==> src/design/kfc_pkg.sv <==
// Shared types, constants and key table for the keypad calculator.
package kfc_pkg;

    localparam int KFC_MAX_DIGITS = 9;
    localparam int RES_W  = 32;
    localparam int OPND_W = 30;
    localparam int CNT_W  = 4;

    localparam logic [RES_W-1:0] MATCH_RESET = 32'd30;

    typedef enum logic [2:0] {
        OP_NONE = 3'd0,
        OP_ADD  = 3'd1,
        OP_SUB  = 3'd2,
        OP_MUL  = 3'd3,
        OP_DIV  = 3'd4
    } op_t;

    localparam logic [7:0] KC_CLEAR  = 8'hA0;
    localparam logic [7:0] KC_EQUALS = 8'hBD;
    localparam logic [7:0] KC_ADD    = 8'hAB;
    localparam logic [7:0] KC_SUB    = 8'hAD;
    localparam logic [7:0] KC_MUL    = 8'hAA;
    localparam logic [7:0] KC_DIV    = 8'hAF;
    localparam logic [7:0] KC_OPMASK = 8'h0F;

    localparam logic [7:0] KEY_CODES [16] = '{
        8'hB1, 8'hB2, 8'hB3, 8'hAB, 8'hB4, 8'hB5, 8'hB6, 8'hAD,
        8'hB7, 8'hB8, 8'hB9, 8'hAA, 8'hA0, 8'hB0, 8'hBD, 8'hAF
    };

    typedef enum logic [2:0] {
        KEY_NONE,
        KEY_DIGIT,
        KEY_OPER,
        KEY_CLEAR,
        KEY_EQUALS
    } key_kind_t;

    typedef struct packed {
        logic       hit;
        logic [7:0] code;
        key_kind_t  kind;
        op_t        op;
        logic [3:0] digit;
    } key_t;

    typedef struct packed {
        logic start;
        op_t  op;
    } alu_cmd_t;

    typedef struct packed {
        logic done;
        logic div_zero;
    } alu_stat_t;

    typedef struct packed {
        logic              key_hit;
        logic [7:0]        key_code;
        logic              cleared;
        logic              result_valid;
        logic [RES_W-1:0]  result_value;
        logic              divide_error;
        logic              lamp_on;
    } res_word_t;

endpackage

==> src/design/kfc_intf.sv <==
// Channel interfaces: keypad scan words, result words and match-value writes.
interface kfc_scan_if;
    logic       valid;
    logic       ready;
    logic [1:0] column;
    logic [3:0] row_lines;

    modport source (output valid, output column, output row_lines, input ready);
    modport sink   (input valid, input column, input row_lines, output ready);
endinterface

interface kfc_result_if;
    logic               valid;
    logic               ready;
    logic               key_hit;
    logic [7:0]         key_code;
    logic               cleared;
    logic               result_valid;
    logic signed [31:0] result_value;
    logic               divide_error;
    logic               lamp_on;

    modport source (output valid, output key_hit, output key_code, output cleared,
                    output result_valid, output result_value, output divide_error,
                    output lamp_on, input ready);
    modport sink   (input valid, input key_hit, input key_code, input cleared,
                    input result_valid, input result_value, input divide_error,
                    input lamp_on, output ready);
endinterface

interface kfc_cfg_if;
    logic               valid;
    logic               ready;
    logic signed [31:0] data;

    modport source (output valid, output data, input ready);
    modport sink   (input valid, input data, output ready);
endinterface

==> src/design/kfc_keydec.sv <==
// Keypad decoder: column and active-low row nibble to key code and key class.
module kfc_keydec (
    input  logic [1:0]    column,
    input  logic [3:0]    row_lines,
    output kfc_pkg::key_t key
);
    import kfc_pkg::*;

    logic       row_ok;
    logic [1:0] row_sel;
    logic [3:0] idx;
    logic [7:0] code;

    always_comb
    begin
        row_ok  = 1'b1;
        row_sel = 2'd0;
        case (row_lines)
            4'hE: row_sel = 2'd3;
            4'hD: row_sel = 2'd2;
            4'hB: row_sel = 2'd1;
            4'h7: row_sel = 2'd0;
            default: row_ok = 1'b0;
        endcase

        // column n drives key position 3-n within the row
        idx  = {row_sel, ~column};
        code = KEY_CODES[idx];

        key       = '0;
        key.kind  = KEY_NONE;
        key.op    = OP_NONE;
        if (row_ok)
        begin
            key.hit   = 1'b1;
            key.code  = code;
            key.digit = code[3:0];
            if (code == KC_CLEAR)
                key.kind = KEY_CLEAR;
            else if ((code | KC_OPMASK) == KC_DIV)
            begin
                key.kind = KEY_OPER;
                case (code)
                    KC_ADD:  key.op = OP_ADD;
                    KC_SUB:  key.op = OP_SUB;
                    KC_MUL:  key.op = OP_MUL;
                    default: key.op = OP_DIV;
                endcase
            end
            else if (code == KC_EQUALS)
                key.kind = KEY_EQUALS;
            else
                key.kind = KEY_DIGIT;
        end
    end

endmodule

==> src/design/kfc_alu.sv <==
// Bit-serial arithmetic unit: add/sub one bit a cycle, shift-add multiply,
// restoring divide; every operation makes one pass over all RES_W result bits.
module kfc_alu (
    input  logic                        clk,
    input  logic                        rst_n,
    input  kfc_pkg::alu_cmd_t           cmd,
    input  logic [kfc_pkg::OPND_W-1:0]  opnd_a,
    input  logic [kfc_pkg::OPND_W-1:0]  opnd_b,
    output kfc_pkg::alu_stat_t          stat,
    output logic [kfc_pkg::RES_W-1:0]   res
);
    import kfc_pkg::*;

    localparam int StepW = $clog2(RES_W);

    logic             busy_reg, busy_next;
    logic             done_reg, done_next;
    logic             dz_reg, dz_next;
    logic             carry_reg, carry_next;
    op_t              op_reg, op_next;
    logic [StepW-1:0] step_reg, step_next;
    logic [RES_W-1:0] a_reg, a_next;
    logic [RES_W-1:0] b_reg, b_next;
    logic [RES_W-1:0] acc_reg, acc_next;
    logic [RES_W-1:0] rem_sh;
    logic [RES_W:0]   diff;
    logic             sum_bit;

    always_comb
    begin
        busy_next  = busy_reg;
        done_next  = 1'b0;
        dz_next    = dz_reg;
        carry_next = carry_reg;
        op_next    = op_reg;
        step_next  = step_reg;
        a_next     = a_reg;
        b_next     = b_reg;
        acc_next   = acc_reg;

        // divide: acc holds the partial remainder, a shifts dividend out, quotient in
        rem_sh  = {acc_reg[RES_W-2:0], a_reg[RES_W-1]};
        diff    = {1'b0, rem_sh} - {1'b0, b_reg};
        sum_bit = a_reg[0] ^ b_reg[0] ^ carry_reg;

        if (cmd.start)
        begin
            busy_next  = 1'b1;
            op_next    = cmd.op;
            step_next  = '0;
            a_next     = RES_W'(opnd_a);
            // subtract as a + ~b + 1
            b_next     = (cmd.op == OP_SUB) ? ~RES_W'(opnd_b) : RES_W'(opnd_b);
            acc_next   = '0;
            carry_next = (cmd.op == OP_SUB);
            dz_next    = (cmd.op == OP_DIV) && (opnd_b == '0);
        end
        else if (busy_reg)
        begin
            case (op_reg)
                OP_ADD, OP_SUB:
                begin
                    acc_next   = {sum_bit, acc_reg[RES_W-1:1]};
                    carry_next = (a_reg[0] & b_reg[0]) | (a_reg[0] & carry_reg)
                               | (b_reg[0] & carry_reg);
                    a_next     = a_reg >> 1;
                    b_next     = b_reg >> 1;
                end
                OP_MUL:
                begin
                    if (b_reg[0])
                        acc_next = acc_reg + a_reg;
                    a_next = a_reg << 1;
                    b_next = b_reg >> 1;
                end
                OP_DIV:
                begin
                    if (!diff[RES_W])
                    begin
                        acc_next = diff[RES_W-1:0];
                        a_next   = {a_reg[RES_W-2:0], 1'b1};
                    end
                    else
                    begin
                        acc_next = rem_sh;
                        a_next   = {a_reg[RES_W-2:0], 1'b0};
                    end
                end
                default: acc_next = acc_reg;
            endcase
            step_next = step_reg + 1'b1;
            if (step_reg == StepW'(RES_W - 1))
            begin
                busy_next = 1'b0;
                done_next = 1'b1;
            end
        end
    end

    always_ff @(posedge clk or negedge rst_n)
    begin
        if (!rst_n)
        begin
            busy_reg  <= 1'b0;
            done_reg  <= 1'b0;
            dz_reg    <= 1'b0;
            carry_reg <= 1'b0;
            op_reg    <= OP_NONE;
            step_reg  <= '0;
            a_reg     <= '0;
            b_reg     <= '0;
            acc_reg   <= '0;
        end
        else
        begin
            busy_reg  <= busy_next;
            done_reg  <= done_next;
            dz_reg    <= dz_next;
            carry_reg <= carry_next;
            op_reg    <= op_next;
            step_reg  <= step_next;
            a_reg     <= a_next;
            b_reg     <= b_next;
            acc_reg   <= acc_next;
        end
    end

    assign res           = (op_reg == OP_DIV) ? a_reg : acc_reg;
    assign stat.done     = done_reg;
    assign stat.div_zero = dz_reg;

endmodule

==> src/design/keypad_four_function_calculator.sv <==
// Top level of the keypad four-function calculator.
//
//   channel | dir | handshake     | word
//   --------+-----+---------------+-------------------------------------------
//   scan    | in  | valid/ready   | column, row_lines
//   result  | out | valid/ready   | key_hit .. lamp_on, one word per scan word
//   cfg     | in  | valid/ready   | match_value (ready tied high)
//
// Digit, operator, clear, no-key and equals-without-operator words are
// registered in the pending stage on acceptance, then move to the output stage.
// Equals with an operator first runs the bit-serial unit over all 32 result
// bits; its word then takes the same path through the pending and output stages.
// One result word can wait in the output stage while the next scan word is
// accepted; a second completed word holds off scan.ready until the output drains.
// rst_n is asynchronous: operands, operator, last result and lamp clear,
// match_value returns to 30.
module keypad_four_function_calculator #(
    parameter int MAX_DIGITS = kfc_pkg::KFC_MAX_DIGITS
) (
    input  logic           clk,
    input  logic           rst_n,
    kfc_scan_if.sink       scan,
    kfc_result_if.source   result,
    kfc_cfg_if.sink        cfg
);
    import kfc_pkg::*;

    typedef enum logic {
        ST_IDLE,
        ST_CALC
    } state_t;

    state_t            state_reg, state_next;
    logic [OPND_W-1:0] first_reg, first_next;
    logic [OPND_W-1:0] second_reg, second_next;
    logic [CNT_W-1:0]  count_reg, count_next;
    op_t               oper_reg, oper_next;
    logic [RES_W-1:0]  last_reg, last_next;
    logic [RES_W-1:0]  match_reg, match_next;
    logic              lamp_reg, lamp_next;
    logic              pend_valid_reg, pend_valid_next;
    res_word_t         pend_reg, pend_next;
    logic              out_valid_reg, out_valid_next;
    res_word_t         out_reg, out_next;

    key_t              key;
    alu_cmd_t          cmd;
    alu_stat_t         stat;
    logic [RES_W-1:0]  alu_res;
    logic [RES_W-1:0]  calc_val;
    logic [OPND_W-1:0] opnd_sel;
    logic [OPND_W-1:0] opnd_grown;
    logic              take;
    logic              emit;
    logic              w_hit;
    logic [7:0]        w_code;
    logic              w_cleared;
    logic              w_valid;
    logic              w_derr;

    kfc_keydec u_keydec (
        .column    (scan.column),
        .row_lines (scan.row_lines),
        .key       (key)
    );

    kfc_alu u_alu (
        .clk    (clk),
        .rst_n  (rst_n),
        .cmd    (cmd),
        .opnd_a (first_reg),
        .opnd_b (second_reg),
        .stat   (stat),
        .res    (alu_res)
    );

    assign scan.ready = (state_reg == ST_IDLE) && !pend_valid_reg;
    assign take       = scan.valid && scan.ready;
    assign cfg.ready  = 1'b1;

    always_comb
    begin
        state_next      = state_reg;
        first_next      = first_reg;
        second_next     = second_reg;
        count_next      = count_reg;
        oper_next       = oper_reg;
        last_next       = last_reg;
        lamp_next       = lamp_reg;
        match_next      = cfg.valid ? RES_W'(cfg.data) : match_reg;
        pend_valid_next = pend_valid_reg;
        pend_next       = pend_reg;
        out_valid_next  = out_valid_reg;
        out_next        = out_reg;

        cmd.start = 1'b0;
        cmd.op    = oper_reg;
        emit      = 1'b0;
        w_hit     = 1'b0;
        w_code    = 8'd0;
        w_cleared = 1'b0;
        w_valid   = 1'b0;
        w_derr    = 1'b0;

        calc_val   = stat.div_zero ? '0 : alu_res;
        opnd_sel   = (oper_reg == OP_NONE) ? first_reg : second_reg;
        // x*10 + d as x*8 + x*2 + d
        opnd_grown = OPND_W'({opnd_sel, 3'b000}) + OPND_W'({opnd_sel, 1'b0})
                   + OPND_W'(key.digit);

        // output stage drains, pending word moves up
        if (out_valid_reg && result.ready)
            out_valid_next = 1'b0;
        if (pend_valid_reg && (!out_valid_reg || result.ready))
        begin
            out_valid_next  = 1'b1;
            out_next        = pend_reg;
            pend_valid_next = 1'b0;
        end

        case (state_reg)
            ST_IDLE:
            begin
                if (take)
                begin
                    emit   = 1'b1;
                    w_hit  = key.hit;
                    w_code = key.code;
                    case (key.kind)
                        KEY_CLEAR:
                        begin
                            w_cleared   = 1'b1;
                            first_next  = '0;
                            second_next = '0;
                            count_next  = '0;
                            oper_next   = OP_NONE;
                            last_next   = '0;
                        end
                        KEY_OPER:
                        begin
                            oper_next   = key.op;
                            second_next = '0;
                            count_next  = '0;
                        end
                        KEY_EQUALS:
                        begin
                            if (oper_reg == OP_NONE)
                            begin
                                w_valid   = 1'b1;
                                lamp_next = lamp_reg || (last_reg == match_reg);
                            end
                            else
                            begin
                                emit       = 1'b0;
                                cmd.start  = 1'b1;
                                state_next = ST_CALC;
                            end
                        end
                        KEY_DIGIT:
                        begin
                            if (count_reg < CNT_W'(MAX_DIGITS))
                            begin
                                if (oper_reg == OP_NONE)
                                    first_next = opnd_grown;
                                else
                                    second_next = opnd_grown;
                                count_next = count_reg + 1'b1;
                            end
                        end
                        default: emit = 1'b1;
                    endcase
                end
            end
            ST_CALC:
            begin
                if (stat.done)
                begin
                    emit       = 1'b1;
                    w_hit      = 1'b1;
                    w_code     = KC_EQUALS;
                    w_valid    = 1'b1;
                    w_derr     = stat.div_zero;
                    last_next  = calc_val;
                    lamp_next  = lamp_reg || (calc_val == match_reg);
                    state_next = ST_IDLE;
                end
            end
            default: state_next = ST_IDLE;
        endcase

        if (emit)
        begin
            pend_valid_next        = 1'b1;
            pend_next.key_hit      = w_hit;
            pend_next.key_code     = w_code;
            pend_next.cleared      = w_cleared;
            pend_next.result_valid = w_valid;
            pend_next.result_value = last_next;
            pend_next.divide_error = w_derr;
            pend_next.lamp_on      = lamp_next;
        end
    end

    always_ff @(posedge clk or negedge rst_n)
    begin
        if (!rst_n)
        begin
            state_reg      <= ST_IDLE;
            first_reg      <= '0;
            second_reg     <= '0;
            count_reg      <= '0;
            oper_reg       <= OP_NONE;
            last_reg       <= '0;
            match_reg      <= MATCH_RESET;
            lamp_reg       <= 1'b0;
            pend_valid_reg <= 1'b0;
            pend_reg       <= '0;
            out_valid_reg  <= 1'b0;
            out_reg        <= '0;
        end
        else
        begin
            state_reg      <= state_next;
            first_reg      <= first_next;
            second_reg     <= second_next;
            count_reg      <= count_next;
            oper_reg       <= oper_next;
            last_reg       <= last_next;
            match_reg      <= match_next;
            lamp_reg       <= lamp_next;
            pend_valid_reg <= pend_valid_next;
            pend_reg       <= pend_next;
            out_valid_reg  <= out_valid_next;
            out_reg        <= out_next;
        end
    end

    assign result.valid        = out_valid_reg;
    assign result.key_hit      = out_reg.key_hit;
    assign result.key_code     = out_reg.key_code;
    assign result.cleared      = out_reg.cleared;
    assign result.result_valid = out_reg.result_valid;
    assign result.result_value = out_reg.result_value;
    assign result.divide_error = out_reg.divide_error;
    assign result.lamp_on      = out_reg.lamp_on;

endmodule

==> src/flat_wrapper.sv <==
// flat-port wrapper written by rule: the top's interface ports become plain ports
module keypad_four_function_calculator_flat import kfc_pkg::*;
#(
    parameter int MAX_DIGITS = kfc_pkg::KFC_MAX_DIGITS
)
  (clk, rst_n, scan_valid, scan_column, scan_row_lines, scan_ready, result_valid, result_key_hit, result_key_code, result_cleared, result_result_valid, result_result_value, result_divide_error, result_lamp_on, result_ready, cfg_valid, cfg_data, cfg_ready);
  kfc_scan_if scan_i ();
  kfc_result_if result_i ();
  kfc_cfg_if cfg_i ();
  input  logic clk;
  input  logic rst_n;
  input wire logic [$bits(scan_i.valid)-1:0] scan_valid;
  input wire logic [$bits(scan_i.column)-1:0] scan_column;
  input wire logic [$bits(scan_i.row_lines)-1:0] scan_row_lines;
  output wire logic [$bits(scan_i.ready)-1:0] scan_ready;
  output wire logic [$bits(result_i.valid)-1:0] result_valid;
  output wire logic [$bits(result_i.key_hit)-1:0] result_key_hit;
  output wire logic [$bits(result_i.key_code)-1:0] result_key_code;
  output wire logic [$bits(result_i.cleared)-1:0] result_cleared;
  output wire logic [$bits(result_i.result_valid)-1:0] result_result_valid;
  output wire logic [$bits(result_i.result_value)-1:0] result_result_value;
  output wire logic [$bits(result_i.divide_error)-1:0] result_divide_error;
  output wire logic [$bits(result_i.lamp_on)-1:0] result_lamp_on;
  input wire logic [$bits(result_i.ready)-1:0] result_ready;
  input wire logic [$bits(cfg_i.valid)-1:0] cfg_valid;
  input wire logic [$bits(cfg_i.data)-1:0] cfg_data;
  output wire logic [$bits(cfg_i.ready)-1:0] cfg_ready;
  assign scan_i.valid = scan_valid;
  assign scan_i.column = scan_column;
  assign scan_i.row_lines = scan_row_lines;
  assign scan_ready = scan_i.ready;
  assign result_valid = result_i.valid;
  assign result_key_hit = result_i.key_hit;
  assign result_key_code = result_i.key_code;
  assign result_cleared = result_i.cleared;
  assign result_result_valid = result_i.result_valid;
  assign result_result_value = result_i.result_value;
  assign result_divide_error = result_i.divide_error;
  assign result_lamp_on = result_i.lamp_on;
  assign result_i.ready = result_ready;
  assign cfg_i.valid = cfg_valid;
  assign cfg_i.data = cfg_data;
  assign cfg_ready = cfg_i.ready;
  keypad_four_function_calculator #(.MAX_DIGITS(MAX_DIGITS)) u_core (.clk(clk), .rst_n(rst_n), .scan(scan_i), .result(result_i), .cfg(cfg_i));
endmodule
==> config.mk <==
export PLATFORM = sky130hd
export DESIGN_NAME = keypad_four_function_calculator_flat
export DESIGN_NICKNAME = d
export VERILOG_FILES = /design/src/design/kfc_pkg.sv /design/src/design/kfc_intf.sv /design/src/design/kfc_keydec.sv /design/src/design/kfc_alu.sv /design/src/design/keypad_four_function_calculator.sv /design/src/flat_wrapper.sv
export SDC_FILE = /design/constraint.sdc
export NUM_CORES = 1
export LEC_CHECK = 0
export BUFFER_PORTS_ARGS = -buffer_cell sky130_fd_sc_hd__buf_2
export CORE_ASPECT_RATIO = 1.5
export CORE_UTILIZATION = 45
export CTS_CLUSTER_SIZE = 8
export DETAILED_ROUTE_END_ITERATION = 12
export HOLD_SLACK_MARGIN = 0.08
export PLACE_DENSITY = 0.7
export SLEW_MARGIN = 25
export SYNTH_ARGS = -nofsm -noshare
export SYNTH_HDL_FRONTEND = slang
export SYNTH_SLANG_ARGS = --single-unit
==> constraint.sdc <==
create_clock -name clk -period 3.8 [get_ports clk]
set_input_delay 0.76 -clock clk [delete_from_list [all_inputs] [get_ports clk]]
set_output_delay 0.76 -clock clk [all_outputs]
set_load 0.02 [all_outputs]
==> results of run 1 <==
## worst max-delay path, delay by kind of cell (launching register included)
kind	cells	cell delay [ns]
AND/OR/NAND/NOR	6	1.00
adder cells (fa/ha/maj)	2	0.95
AO/OA/AOI/OAI	4	0.76
multiplexers	2	0.49
flip-flops	1	0.38
## per-layer routing
layer  global-route usage  vias up  wire (µm)  part of all wire
met5                    0        -          0                 0
met4                0.183        0       5040             0.073
met3               0.0377      214       3540             0.051
met2                0.501      683      34700              0.50
met1                0.313     9384      25600              0.37
li1                     -     9008          -                 -
## cells by family (layout without fill, tap and decap cells)
kind of cell	count (synthesis)	after routing	share of synthesized area
compound gates	670	670	0.193
buf+inv	202	373	0.0386
other cells	2	2	0.000344
flops	327	327	0.375
fa+ha+maj	132	132	0.0774
mux	195	195	0.0964
xor+xnor	171	171	0.0692
simple gates	747	747	0.150
## report_power, final
group | leakage (nW) | switching [W] | internal [W] | total, W
clock | 0.617 | 0.00159 | 0.00222 | 0.00381
combinational | 6.98 | 0.00108 | 0.000801 | 0.00188
sequential | 4.16 | 0.000261 | 0.00378 | 0.00404
## final timing paths
path	start	endpoint	slack, ns	cells past startpoint
hold / removal	rst_n	u_core.second_reg[19]	0.22	1
setup reg to reg	u_core.oper_reg[2]	u_core.second_reg[18]	0.16	14
max in group asynchronous	rst_n	u_core.match_reg[4]	2.60	2
hold reg to reg	u_core.lamp_reg	u_core.lamp_reg	0.48	2
min in group clk	cfg_data[17]	u_core.match_reg[17]	0.42	2
setup / recovery	u_core.oper_reg[2]	u_core.second_reg[18]	0.16	14
## cells in the final DEF, fill, tap and decap left out, drive strengths merged, types with 6 or more instances in the layout
| cell type | Yosys | layout |
|---|---|---|
| a2111oi | 6 | 6 |
| a211oi | 20 | 20 |
| a21o | 39 | 39 |
| a21oi | 195 | 195 |
| a221o | 7 | 7 |
| a221oi | 18 | 18 |
| a31oi | 18 | 18 |
| and2 | 9 | 9 |
| and3 | 14 | 14 |
| buf | 44 | 236 |
| clkbuf | 92 | 68 |
| dfrtp | 323 | 323 |
| ha | 127 | 127 |
| inv | 66 | 67 |
| mux2 | 122 | 122 |
| mux2i | 73 | 73 |
| nand2 | 465 | 465 |
| nand2b | 8 | 8 |
| nand3 | 24 | 24 |
| nand4 | 19 | 19 |
| nor2 | 104 | 104 |
| nor2b | 12 | 12 |
| nor3 | 31 | 31 |
| nor3b | 10 | 10 |
| nor4 | 19 | 19 |
| nor4b | 6 | 6 |
| o211ai | 26 | 26 |
| o21a | 14 | 14 |
| o21ai | 204 | 204 |
| o21bai | 11 | 11 |
| o22ai | 8 | 8 |
| o2bb2ai | 33 | 33 |
| o31ai | 14 | 14 |
| or2 | 7 | 7 |
| or3 | 8 | 8 |
| xnor2 | 73 | 73 |
| xor2 | 97 | 97 |
## stage by stage
stage	utilization	instances
6_report	0.530	3217
4_1_cts	0.527	3213
3_3_place_gp	0.500	3143
2_1_floorplan	-	2446
5_1_grt	0.530	3217
3_5_place_dp	0.500	3143
## what timing repair did
item                       in CTS  in global routing
resized for setup               2                 25
buffers inserted                0                  3
cloned                          0                  1
pin swaps                       0                 15
setup endpoints to repair       2                 26
## area by class of cell
class | instances | area, µm²
inverter | 66 | 248
clock inverter | 3 | 58.8
multi-input combinational | 1917 | 13100
timing repair buffer | 237 | 1800
fill | 4347 | 22500
tap | 600 | 751
sequential | 327 | 8190
clock buffer | 67 | 1230
==> results.tsv, run 1 <==
stage	metric	value	unit
place	place_worst_setup_slack	-0.549	ns
sta	relSlewSlack	0.344	
layout	final_cell_area	25300	µm²
die	core	47800	µm²
sta	clock.fmax	0.275	GHz
sta	worst_pin_slew	0.979	ns
routing	routed_wl	68900	µm
sta	fin_crit_sh	0.958	
yosys	synthCells	2446	
layout	largest_reg_flops	42	
sta	setup_violations	0	
grt	grtUsageTotal	0.281	
critical_path	timing.critical_path.mode_cell	nand2_1	
clock_network	holdBufCountCts	0	
yosys	synth.largest_area_cell	dfrtp_1	
grt	overflow	0	
sta	worst_slack	0.158	ns
critical_path	critical_path_class	reg -> reg	
clock_network	htreeDepth	2	
clock_network	cts.sinks	327	
sta	holdWs	0.223	ns
layout	fin_nets	2770	
routing	routed_via_density	6.00	
clock_network	clk_latency	0.58	ns
layout	areaGrowthSynthToFinish	16.1	%
critical_path	worstPathCellList	or3_4 > nand2_1 > nand2_1 > fa_1 > fa_2 > a21o_1 > nand3_2 > a21oi_2 > o31a_1 > o21a_1 > nor2_2 > mux2_4 > nor3_2 > mux2_2	
place	dpl.hpwl	51900	µm
grt	antenna_found_initial	1	
critical_path	endpoint_kind	flop	
die	die_w	182	µm
clock_network	cts_made_buffers	46	
yosys	ys_async_sr_fraction	1.00	
yosys	netlist_top_cells_count	nand2_1 (461), dfrtp_1 (323), o21ai_0 (199)	
place	dpl_cell_area	23900	µm²
sta	rsz0062_at_grt	yes	
job	drv_cap	0	
routing	post_drt_wl_per_cell	21.4	µm
critical_path	startpoint_type	flop	
grt	grt_pass1_vias	19408	
pwr	powerDensity	384	nW/µm²
yosys	netlist_area	21800	µm²
min_path	hold_path_class	in -> async	
routing	vias	19289	
yosys	yosys_most_used_dff	dfrtp_1	
grt	grt_pass1_wl	109000	µm
sta	min_period	3.64	ns
pwr	p_total	0.00974	W
place	numPortBuffers	88	
die	fp.dieArea	49400	µm²
routing	drt_iter0_drc	1347	
pwr	peakVddDrop	466	µV
yosys	syn_avg_cell_area	8.93	µm²
routing	dr.pass1.iters	5	
pwr	p_leak	11.8	nW
clock_network	clock_path_buffers	3	
yosys	yosysTopAreaCellShare	0.370	
yosys	synthTopCellsByArea	dfrtp_1 (37%), nand2_1 (7.9%), ha_1 (7.3%), mux2_2 (6.0%), o21ai_0 (4.6%)	
clock_network	clockRootBuffer	clkbuf_16	
critical_path	crit_fanout	9	
sta	hold_viol	0	
die	rows	98	
run_status	status	finished, final reports clean	
die	initial_core_util	0.457	
critical_path	cpMaxStageDelayCell	fa_1	
yosys	synth_edf_count	0	
yosys	ys_ff_latch	327	
yosys	yosysMostFrequentCell	nand2_1	
sta	tns	0	ns
yosys	syn_nets	2621	
layout	antenna_cells	0	
sta	drv_slew	0	
yosys	yosysWarnings	0	
clock_network	cts.clk_slew.worst_paths	0.05	ns
yosys	synth_seq_area_share	0.375	
critical_path	cp.arrival	4.13	ns
place	gp_congestion	1.04	
critical_path	required	4.29	ns
sta	finalClockSkew	0.0390	ns
yosys	synth.distinct_cells	89	
critical_path	cp_slowest_stage_delay	0.57	ns
routing	drc	0	
die	io_pins	91	
layout	drive_gt1_frac	0.183	
routing	ant_nets	0	
grt	grt_max_degree	102	
die	die_h	272	µm
clock_network	cts_tree	done	
No activity file was read; power rests on OpenSTA's default activity.
==> run 2: changes to the inputs <==
--- a/config.mk
+++ b/config.mk
@@ -7,11 +7,12 @@
 export LEC_CHECK = 0
 export BUFFER_PORTS_ARGS = -buffer_cell sky130_fd_sc_hd__buf_2
 export CORE_ASPECT_RATIO = 1.5
-export CORE_UTILIZATION = 45
+export CORE_UTILIZATION = 59
+export CTS_BUF_LIST = sky130_fd_sc_hd__clkbuf_4 sky130_fd_sc_hd__clkbuf_8
 export CTS_CLUSTER_SIZE = 8
 export DETAILED_ROUTE_END_ITERATION = 12
 export HOLD_SLACK_MARGIN = 0.08
-export PLACE_DENSITY = 0.7
+export PLACE_DENSITY = 0.86
 export SLEW_MARGIN = 25
 export SYNTH_ARGS = -nofsm -noshare
 export SYNTH_HDL_FRONTEND = slang
==> run 2 against run 1 <==
Against the previous run: die area decreased by 24%; clock skew increased by 0.016 ns; register-to-register slack got worse by 0.06 ns; first-iteration DRC count increased by 28%; global-route usage increased by 9.2 points; highest routed layer unchanged.
==> results.tsv, run 2 (same netlist as run 1, synthesis figures left out) <==
stage	metric	value	unit
run_status	status	finished, final reports clean	
critical_path	critical_path_class	reg -> reg	
pwr	peakVddDrop	463	µV
pwr	p_leak	11.6	nW
min_path	hold_path_class	in -> async	
sta	worst_pin_slew	0.971	ns
layout	largest_reg_flops	42	
die	initial_core_util	0.604	
sta	worst_slack	0.0936	ns
layout	final_cell_area	24900	µm²
layout	layout_common_cells	nand2_1 (456), dfrtp_1 (322), a21oi_1 (185)	
sta	drv_slew	0	
grt	grt_pass1_wl	111000	µm
pwr	powerDensity	365	nW/µm²
routing	ant_nets	0	
clock_network	clockRootBuffer	clkbuf_8	
clock_network	cts.clk_slew.worst_paths	0.06	ns
sta	finalClockSkew	0.0545	ns
routing	routed_via_density	6.55	
layout	drive_gt1_frac	0.197	
critical_path	cp.arrival	4.25	ns
die	die_h	238	µm
critical_path	worstPathCellList	or3_4 > nand2_2 > nand2_4 > fa_1 > fa_2 > a21o_1 > nand3_2 > a21oi_2 > o31a_1 > o21a_1 > buf_4 > nor2_2 > mux2_4 > nor3_2 > mux2_2	
sta	clock.fmax	0.270	GHz
sta	rsz0062_at_grt	yes	
clock_network	clock_path_buffers	3	
grt	use_met2	0.648	
clock_network	cts.sinks	327	
die	io_pins	91	
sta	setup_violations	0	
routing	routed_wl	71000	µm
routing	drc	0	
grt	grt_pass1_vias	20516	
critical_path	cp_slowest_stage_delay	0.51	ns
sta	hold_viol	0	
place	dpl.hpwl	50100	µm
sta	fin_crit_sh	0.975	
clock_network	cts_tree	done	
layout	fillers	2667	
sta	relSlewSlack	0.353	
critical_path	crit_fanout	11	
place	gp_congestion	1.11	
grt	antenna_found_initial	1	
sta	min_period	3.71	ns
sta	holdWs	0.186	ns
job	drv_cap	0	
grt	gr-usage-met3	0.0595	
critical_path	required	4.35	ns
sta	tns	0	ns
place	place_worst_setup_slack	-0.520	ns
grt	busiest_layer	met2	
layout	instances_no_fill	3107	
critical_path	cpMaxStageDelayCell	fa_1	
layout	fin_nets	2766	
routing	vias	20355	
clock_network	htreeDepth	2	
critical_path	endpoint_kind	flop	
die	fp.dieArea	37800	µm²
clock_network	holdBufCountCts	0	
place	numPortBuffers	88	
routing	drt_iter0_drc	1729	
place	placed_cells	3006	
grt	grt_max_degree	101	
grt	overflow	0	
layout	layout_commonest_cell	nand2_1	
critical_path	crit_family	simple AND/OR/NAND/NOR gates	
grt	met1_usage	0.408	
die	die_w	159	µm
die	rows	85	
layout	areaGrowthSynthToFinish	14.0	%
die	core	36200	µm²
grt	grtUsageTotal	0.373	
critical_path	crit_buf_inv	1	
clock_network	cts_made_buffers	50	
routing	dr.pass1.iters	6	
clock_network	clk_latency	0.65	ns
place	dpl_cell_area	23600	µm²
critical_path	startpoint_type	flop	
routing	post_drt_wl_per_cell	22.9	µm
run 2: worst paths after layout:
kind                                         start                     to  slack [ns]  cells after the start
worst max-delay path            u_core.oper_reg[2]  u_core.second_reg[18]        0.09                     15
worst min-delay path                         rst_n  u_core.second_reg[18]        0.19                      1
worst max register to register  u_core.oper_reg[2]  u_core.second_reg[18]        0.09                     15
worst min register to register     u_core.lamp_reg        u_core.lamp_reg        0.49                      2
max in group asynchronous                    rst_n   u_core.second_reg[1]        2.56                      2
min in group clk                      cfg_data[10]   u_core.match_reg[10]        0.34                      2
run 2: layout make-up:
| cell class | instances | area (µm²) | area share |
|---|---|---|---|
| antenna | 1 | 2.50 | 0.000101 |
| multi-input combinational | 1917 | 13100 | 0.527 |
| sequential | 327 | 8190 | 0.329 |
| timing repair buffer | 229 | 1700 | 0.0684 |
| clock inverter | 5 | 48.8 | 0.00196 |
| tap | 478 | 598 | 0.0240 |
| clock buffer | 84 | 975 | 0.0392 |
| inverter | 66 | 248 | 0.00996 |
run 2: what timing repair did:
item                                    in CTS  in global routing
resized for setup                            1                 37
gates cloned                                 0                  1
endpoints found under the setup margin       7                 22
pin swaps                                    0                 19
buffers inserted                             0                 10
run 2: stage by stage:
stage	total power [W]	util
5_1_grt	0.00937	0.688
4_1_cts	0.00898	0.681
2_1_floorplan	0.00519	-
3_5_place_dp	0.00587	0.653
3_3_place_gp	0.00578	0.653
6_report	0.00909	0.688
run 2: layer usage:
metal	share of wire	wire length, µm	vias up
met4	0.090	6420	0
met1	0.34	24100	9740
met3	0.081	5760	384
met2	0.49	34700	1208
met5	0	0	-
li1	-	-	9023
run 2: power breakdown:
part / total, W / switching, W / internal [W] / leakage, nW
Clock: 0.00309 / 0.00147 / 0.00162 / 0.556
Combinational: 0.00193 / 0.00114 / 0.000789 / 6.91
Sequential: 0.00407 / 0.000294 / 0.00378 / 4.16
==> run 3: changes to the inputs <==
--- a/config.mk
+++ b/config.mk
@@ -5,6 +5,7 @@
 export SDC_FILE = /design/constraint.sdc
 export NUM_CORES = 1
 export LEC_CHECK = 0
+export ABC_CLOCK_PERIOD_IN_PS = 3000
 export BUFFER_PORTS_ARGS = -buffer_cell sky130_fd_sc_hd__buf_2
 export CORE_ASPECT_RATIO = 1.5
 export CORE_UTILIZATION = 59
==> constraint.sdc (replaced) <==
create_clock -name clk -period 3 [get_ports clk]
set_input_delay 0.6 -clock clk [delete_from_list [all_inputs] [get_ports clk]]
set_output_delay 0.6 -clock clk [all_outputs]
set_load 0.02 [all_outputs]
==> run 3 against run 2 <==
Against the previous run: the run now fails in global routing (5_1_grt); synthesized cell count unchanged; synthesized area unchanged.
==> results.tsv, run 3 <==
stage	metric	value	unit
grt	overflow	40	
grt	grt_max_degree	96	
yosys	yosys_most_used_dff	dfrtp_1	
die	die_h	238	µm
sta	endpoint_type	register data pin	
grt	grtUsageTotal	0.740	
yosys	yosysMostFrequentCell	nand2_1	
yosys	synthCells	2446	
clock_network	clock_path_buffers	3	
place	dpl.hpwl	58700	µm
yosys	synth_edf_count	0	
clock_network	htreeDepth	2	
clock_network	cts.sinks	327	
run_status	stop_stage	global routing (5_1_grt)	
yosys	syn_avg_cell_area	8.93	µm²
die	io_pins	91	
clock_network	clockRootBuffer	clkbuf_8	
yosys	synth.distinct_cells	89	
die	initial_core_util	0.604	
yosys	ys_ff_latch	327	
clock_network	cts_made_buffers	49	
yosys	yosysWarnings	0	
die	rows	85	
yosys	netlist_top_cells_count	nand2_1 (461), dfrtp_1 (323), o21ai_0 (199)	
yosys	syn_nets	2621	
place	gp_congestion	1.09	
yosys	yosysTopAreaCellShare	0.370	
yosys	synth_seq_area_share	0.375	
run_status	tool.error	[ERROR GRT-0232] Routing congestion too high. Check the congestion heatmap in the GUI.	
yosys	synth.largest_area_cell	dfrtp_1	
yosys	netlist_area	21800	µm²
place	placed_cells	3287	
die	die_w	159	µm
yosys	ys_async_sr_fraction	1.00	
run_status	status	stopped before the end	
place	numPortBuffers	88	
yosys	synthTopCellsByArea	dfrtp_1 (37%), nand2_1 (7.9%), ha_1 (7.3%), mux2_2 (6.0%), o21ai_0 (4.6%)	
sta	crit_endpoint	u_core.first_reg[29]$_DFFE_PN0P_/D	
run 3: repair_timing:
action	4_1_cts
resized for setup	236
hold buffers	1
pin swaps	102
setup buffers	44
setup endpoints to repair	80
cloned	3
hold endpoints to repair	82
run 3: metrics by stage:
stage	hold slack [ns]	cell area, µm²	worst slack [ns]
after floorplan	0.304	22000	-0.904
after detailed placement	0.458	25800	-1.19
after global placement	0.458	25800	-1.09
after CTS	0.177	28200	-0.601
run 3: logic make-up after synthesis:
group / after synthesis / synth area share
mux: 195 / 0.0964
buf+inv: 202 / 0.0386
xor+xnor: 171 / 0.0692
compound gates: 670 / 0.193
flops: 327 / 0.375
fa+ha+maj: 132 / 0.0774
other cells: 2 / 0.000344
simple gates: 747 / 0.150
run 3: metal layers:
layer | GRT usage | overflow
met1 | 0.711 | 0
met2 | 0.907 | 18
met3 | 0.602 | 1
met4 | 0.782 | 21
met5 | 0.279 | 0
==> run 4: changes to the inputs <==
--- a/config.mk
+++ b/config.mk
@@ -5,15 +5,11 @@
 export SDC_FILE = /design/constraint.sdc
 export NUM_CORES = 1
 export LEC_CHECK = 0
-export ABC_CLOCK_PERIOD_IN_PS = 3000
+export ABC_CLOCK_PERIOD_IN_PS = 3900
 export BUFFER_PORTS_ARGS = -buffer_cell sky130_fd_sc_hd__buf_2
-export CORE_ASPECT_RATIO = 1.5
-export CORE_UTILIZATION = 59
-export CTS_BUF_LIST = sky130_fd_sc_hd__clkbuf_4 sky130_fd_sc_hd__clkbuf_8
-export CTS_CLUSTER_SIZE = 8
+export CORE_UTILIZATION = 40
 export DETAILED_ROUTE_END_ITERATION = 12
-export HOLD_SLACK_MARGIN = 0.08
-export PLACE_DENSITY = 0.86
+export PLACE_DENSITY_LB_ADDON = 0.15
 export SLEW_MARGIN = 25
 export SYNTH_ARGS = -nofsm -noshare
 export SYNTH_HDL_FRONTEND = slang
==> constraint.sdc (replaced) <==
create_clock -name clk -period 3.9 [get_ports clk]
set_input_delay 0.78 -clock clk [delete_from_list [all_inputs] [get_ports clk]]
set_output_delay 0.78 -clock clk [all_outputs]
set_load 0.02 [all_outputs]
==> run 4 against run 3 <==
Against the previous run: the flow now finishes without violations.
==> results.tsv, run 4 (same netlist as run 1, synthesis figures left out) <==
stage	metric	value	unit
routing	routed_wl	69800	µm
sta	holdWs	0.275	ns
die	rows	85	
place	dpl.hpwl	53300	µm
layout	layout_common_cells	nand2_1 (459), dfrtp_1 (322), o21ai_0 (191)	
pwr	powerDensity	374	nW/µm²
die	die_h	236	µm
clock_network	htreeDepth	2	
grt	overflow	0	
clock_network	cts_made_buffers	38	
routing	routed_via_density	5.70	
run_status	status	finished, final reports clean	
routing	dr.pass1.iters	9	
critical_path	endpoint_kind	flop	
place	numPortBuffers	88	
sta	fin_crit_sh	0.958	
die	die_w	236	µm
sta	worst_pin_slew	1.06	ns
sta	drv_slew	0	
clock_network	clock_path_buffers	3	
routing	post_drt_wl_per_cell	21.0	µm
clock_network	holdBufCountCts	0	
sta	finalClockSkew	0.0392	ns
place	gp_congestion	0.932	
critical_path	cpMaxStageDelayCell	or3_4	
layout	drive_gt1_frac	0.188	
job	drv_cap	0	
critical_path	required	4.37	ns
critical_path	cp_slowest_stage_delay	0.39	ns
critical_path	crit_fanout	21	
sta	min_period	3.73	ns
pwr	p_leak	11.8	nW
grt	grtUsageTotal	0.250	
layout	antenna_cells	0	
sta	setup_violations	0	
sta	relSlewSlack	0.295	
clock_network	cts.clk_slew.worst_paths	0.07	ns
routing	drc	0	
pwr	p_total	0.00951	W
grt	grt_pass1_wl	109000	µm
clock_network	cts_tree	done	
die	initial_core_util	0.405	
critical_path	timing.critical_path.mode_cell	a21o_1	
min_path	hold_path_class	in -> async	
routing	vias	18903	
grt	grt_max_degree	103	
layout	largest_reg_flops	42	
routing	drt_iter0_drc	1843	
routing	ant_nets	0	
critical_path	worstPathCellList	or3_4 > buf_6 > buf_12 > nand2_1 > nand2_1 > ha_1 > ha_1 > a21o_1 > a21o_1 > a21o_1 > a2111oi_1 > o21ai_1 > a21bo_2 > a21oi_2 > xnor3_1 > o21ai_1	
sta	hold_viol	0	
die	fp.dieArea	55500	µm²
critical_path	cp.arrival	4.20	ns
grt	antenna_found_initial	0	
layout	areaGrowthSynthToFinish	16.4	%
layout	fin_nets	2769	
sta	clock.fmax	0.268	GHz
pwr	peakVddDrop	361	µV
die	io_pins	91	
layout	layout_commonest_cell	nand2_1	
clock_network	clockRootBuffer	clkbuf_16	
clock_network	clk_latency	0.58	ns
clock_network	cts.sinks	327	
die	core	53900	µm²
critical_path	critical_path_class	reg -> reg	
grt	grt_pass1_vias	18445	
critical_path	startpoint_type	flop	
-- run 4: layer usage --
layer  vias to the layer above  global-route usage  wire length (µm)
met2                       563               0.380             30900
met5                         -                   0                 0
met4                         0              0.0745              1740
met1                      9239               0.369             33400
li1                       9013                   -                 -
met3                        88              0.0304              3780
-- run 4: worst paths after layout --
path                                     start              endpoint  slack [ns]  cells after the start
min in group clk                  cfg_data[16]  u_core.match_reg[16]        0.43                      2
setup / recovery            u_core.oper_reg[2]  u_core.first_reg[29]        0.17                     16
max in group asynchronous                rst_n  u_core.first_reg[13]        2.66                      2
hold / removal                           rst_n   u_core.last_reg[22]        0.28                      1
hold reg to reg            u_core.pend_reg[25]   u_core.pend_reg[25]        0.49                      1
setup reg to reg            u_core.oper_reg[2]  u_core.first_reg[29]        0.17                     16
-- run 4: layout make-up --
type / count / area [µm²]
multi-input combinational: 1917 / 13000
clock buffer: 52 / 1100
clock inverter: 16 / 200
sequential: 327 / 8190
fill: 5112 / 28500
timing repair buffer: 244 / 1780
inverter: 66 / 248
tap: 696 / 871
-- run 4: worst max-delay path, delay by kind of cell (launching register included) --
| kind | cells | cell delay (ns) |
|---|---|---|
| AOI/OAI and AO/OA | 8 | 1.55 |
| xor gates and xnor gates | 1 | 0.25 |
| adders and majority gates | 2 | 0.60 |
| buffers and inverters | 2 | 0.32 |
| DFF | 1 | 0.38 |
| and+or+nand+nor | 3 | 0.55 |
-- run 4: what timing repair did --
item,in CTS,in global routing
pin swaps,0,4
gates cloned,0,0
buffers inserted,0,1
setup endpoints to repair,2,22
resized for setup,2,18
-- run 4: power breakdown --
group	leakage [nW]	total (W)	internal, W	switching (W)
clock	0.642	0.00376	0.00226	0.00150
combinational	7.00	0.00182	0.000779	0.00105
sequential	4.16	0.00392	0.00368	0.000245
total	11.8	0.00951	0.00672	0.00279
-- run 4: metrics by stage --
stage	instance area [µm²]	std cells	util	worst slack, ns	setup TNS, ns
2_1_floorplan	21900	2446	-	-0.184	-1.02
3_3_place_gp	24000	3249	0.445	-0.452	-10.27
3_5_place_dp	24000	3249	0.446	-0.512	-12.71
4_1_cts	25300	3317	0.470	0.0247	0
5_1_grt	25400	3318	0.471	-0.00621	-0.0147
6_report	25400	3318	0.471	0.165	0
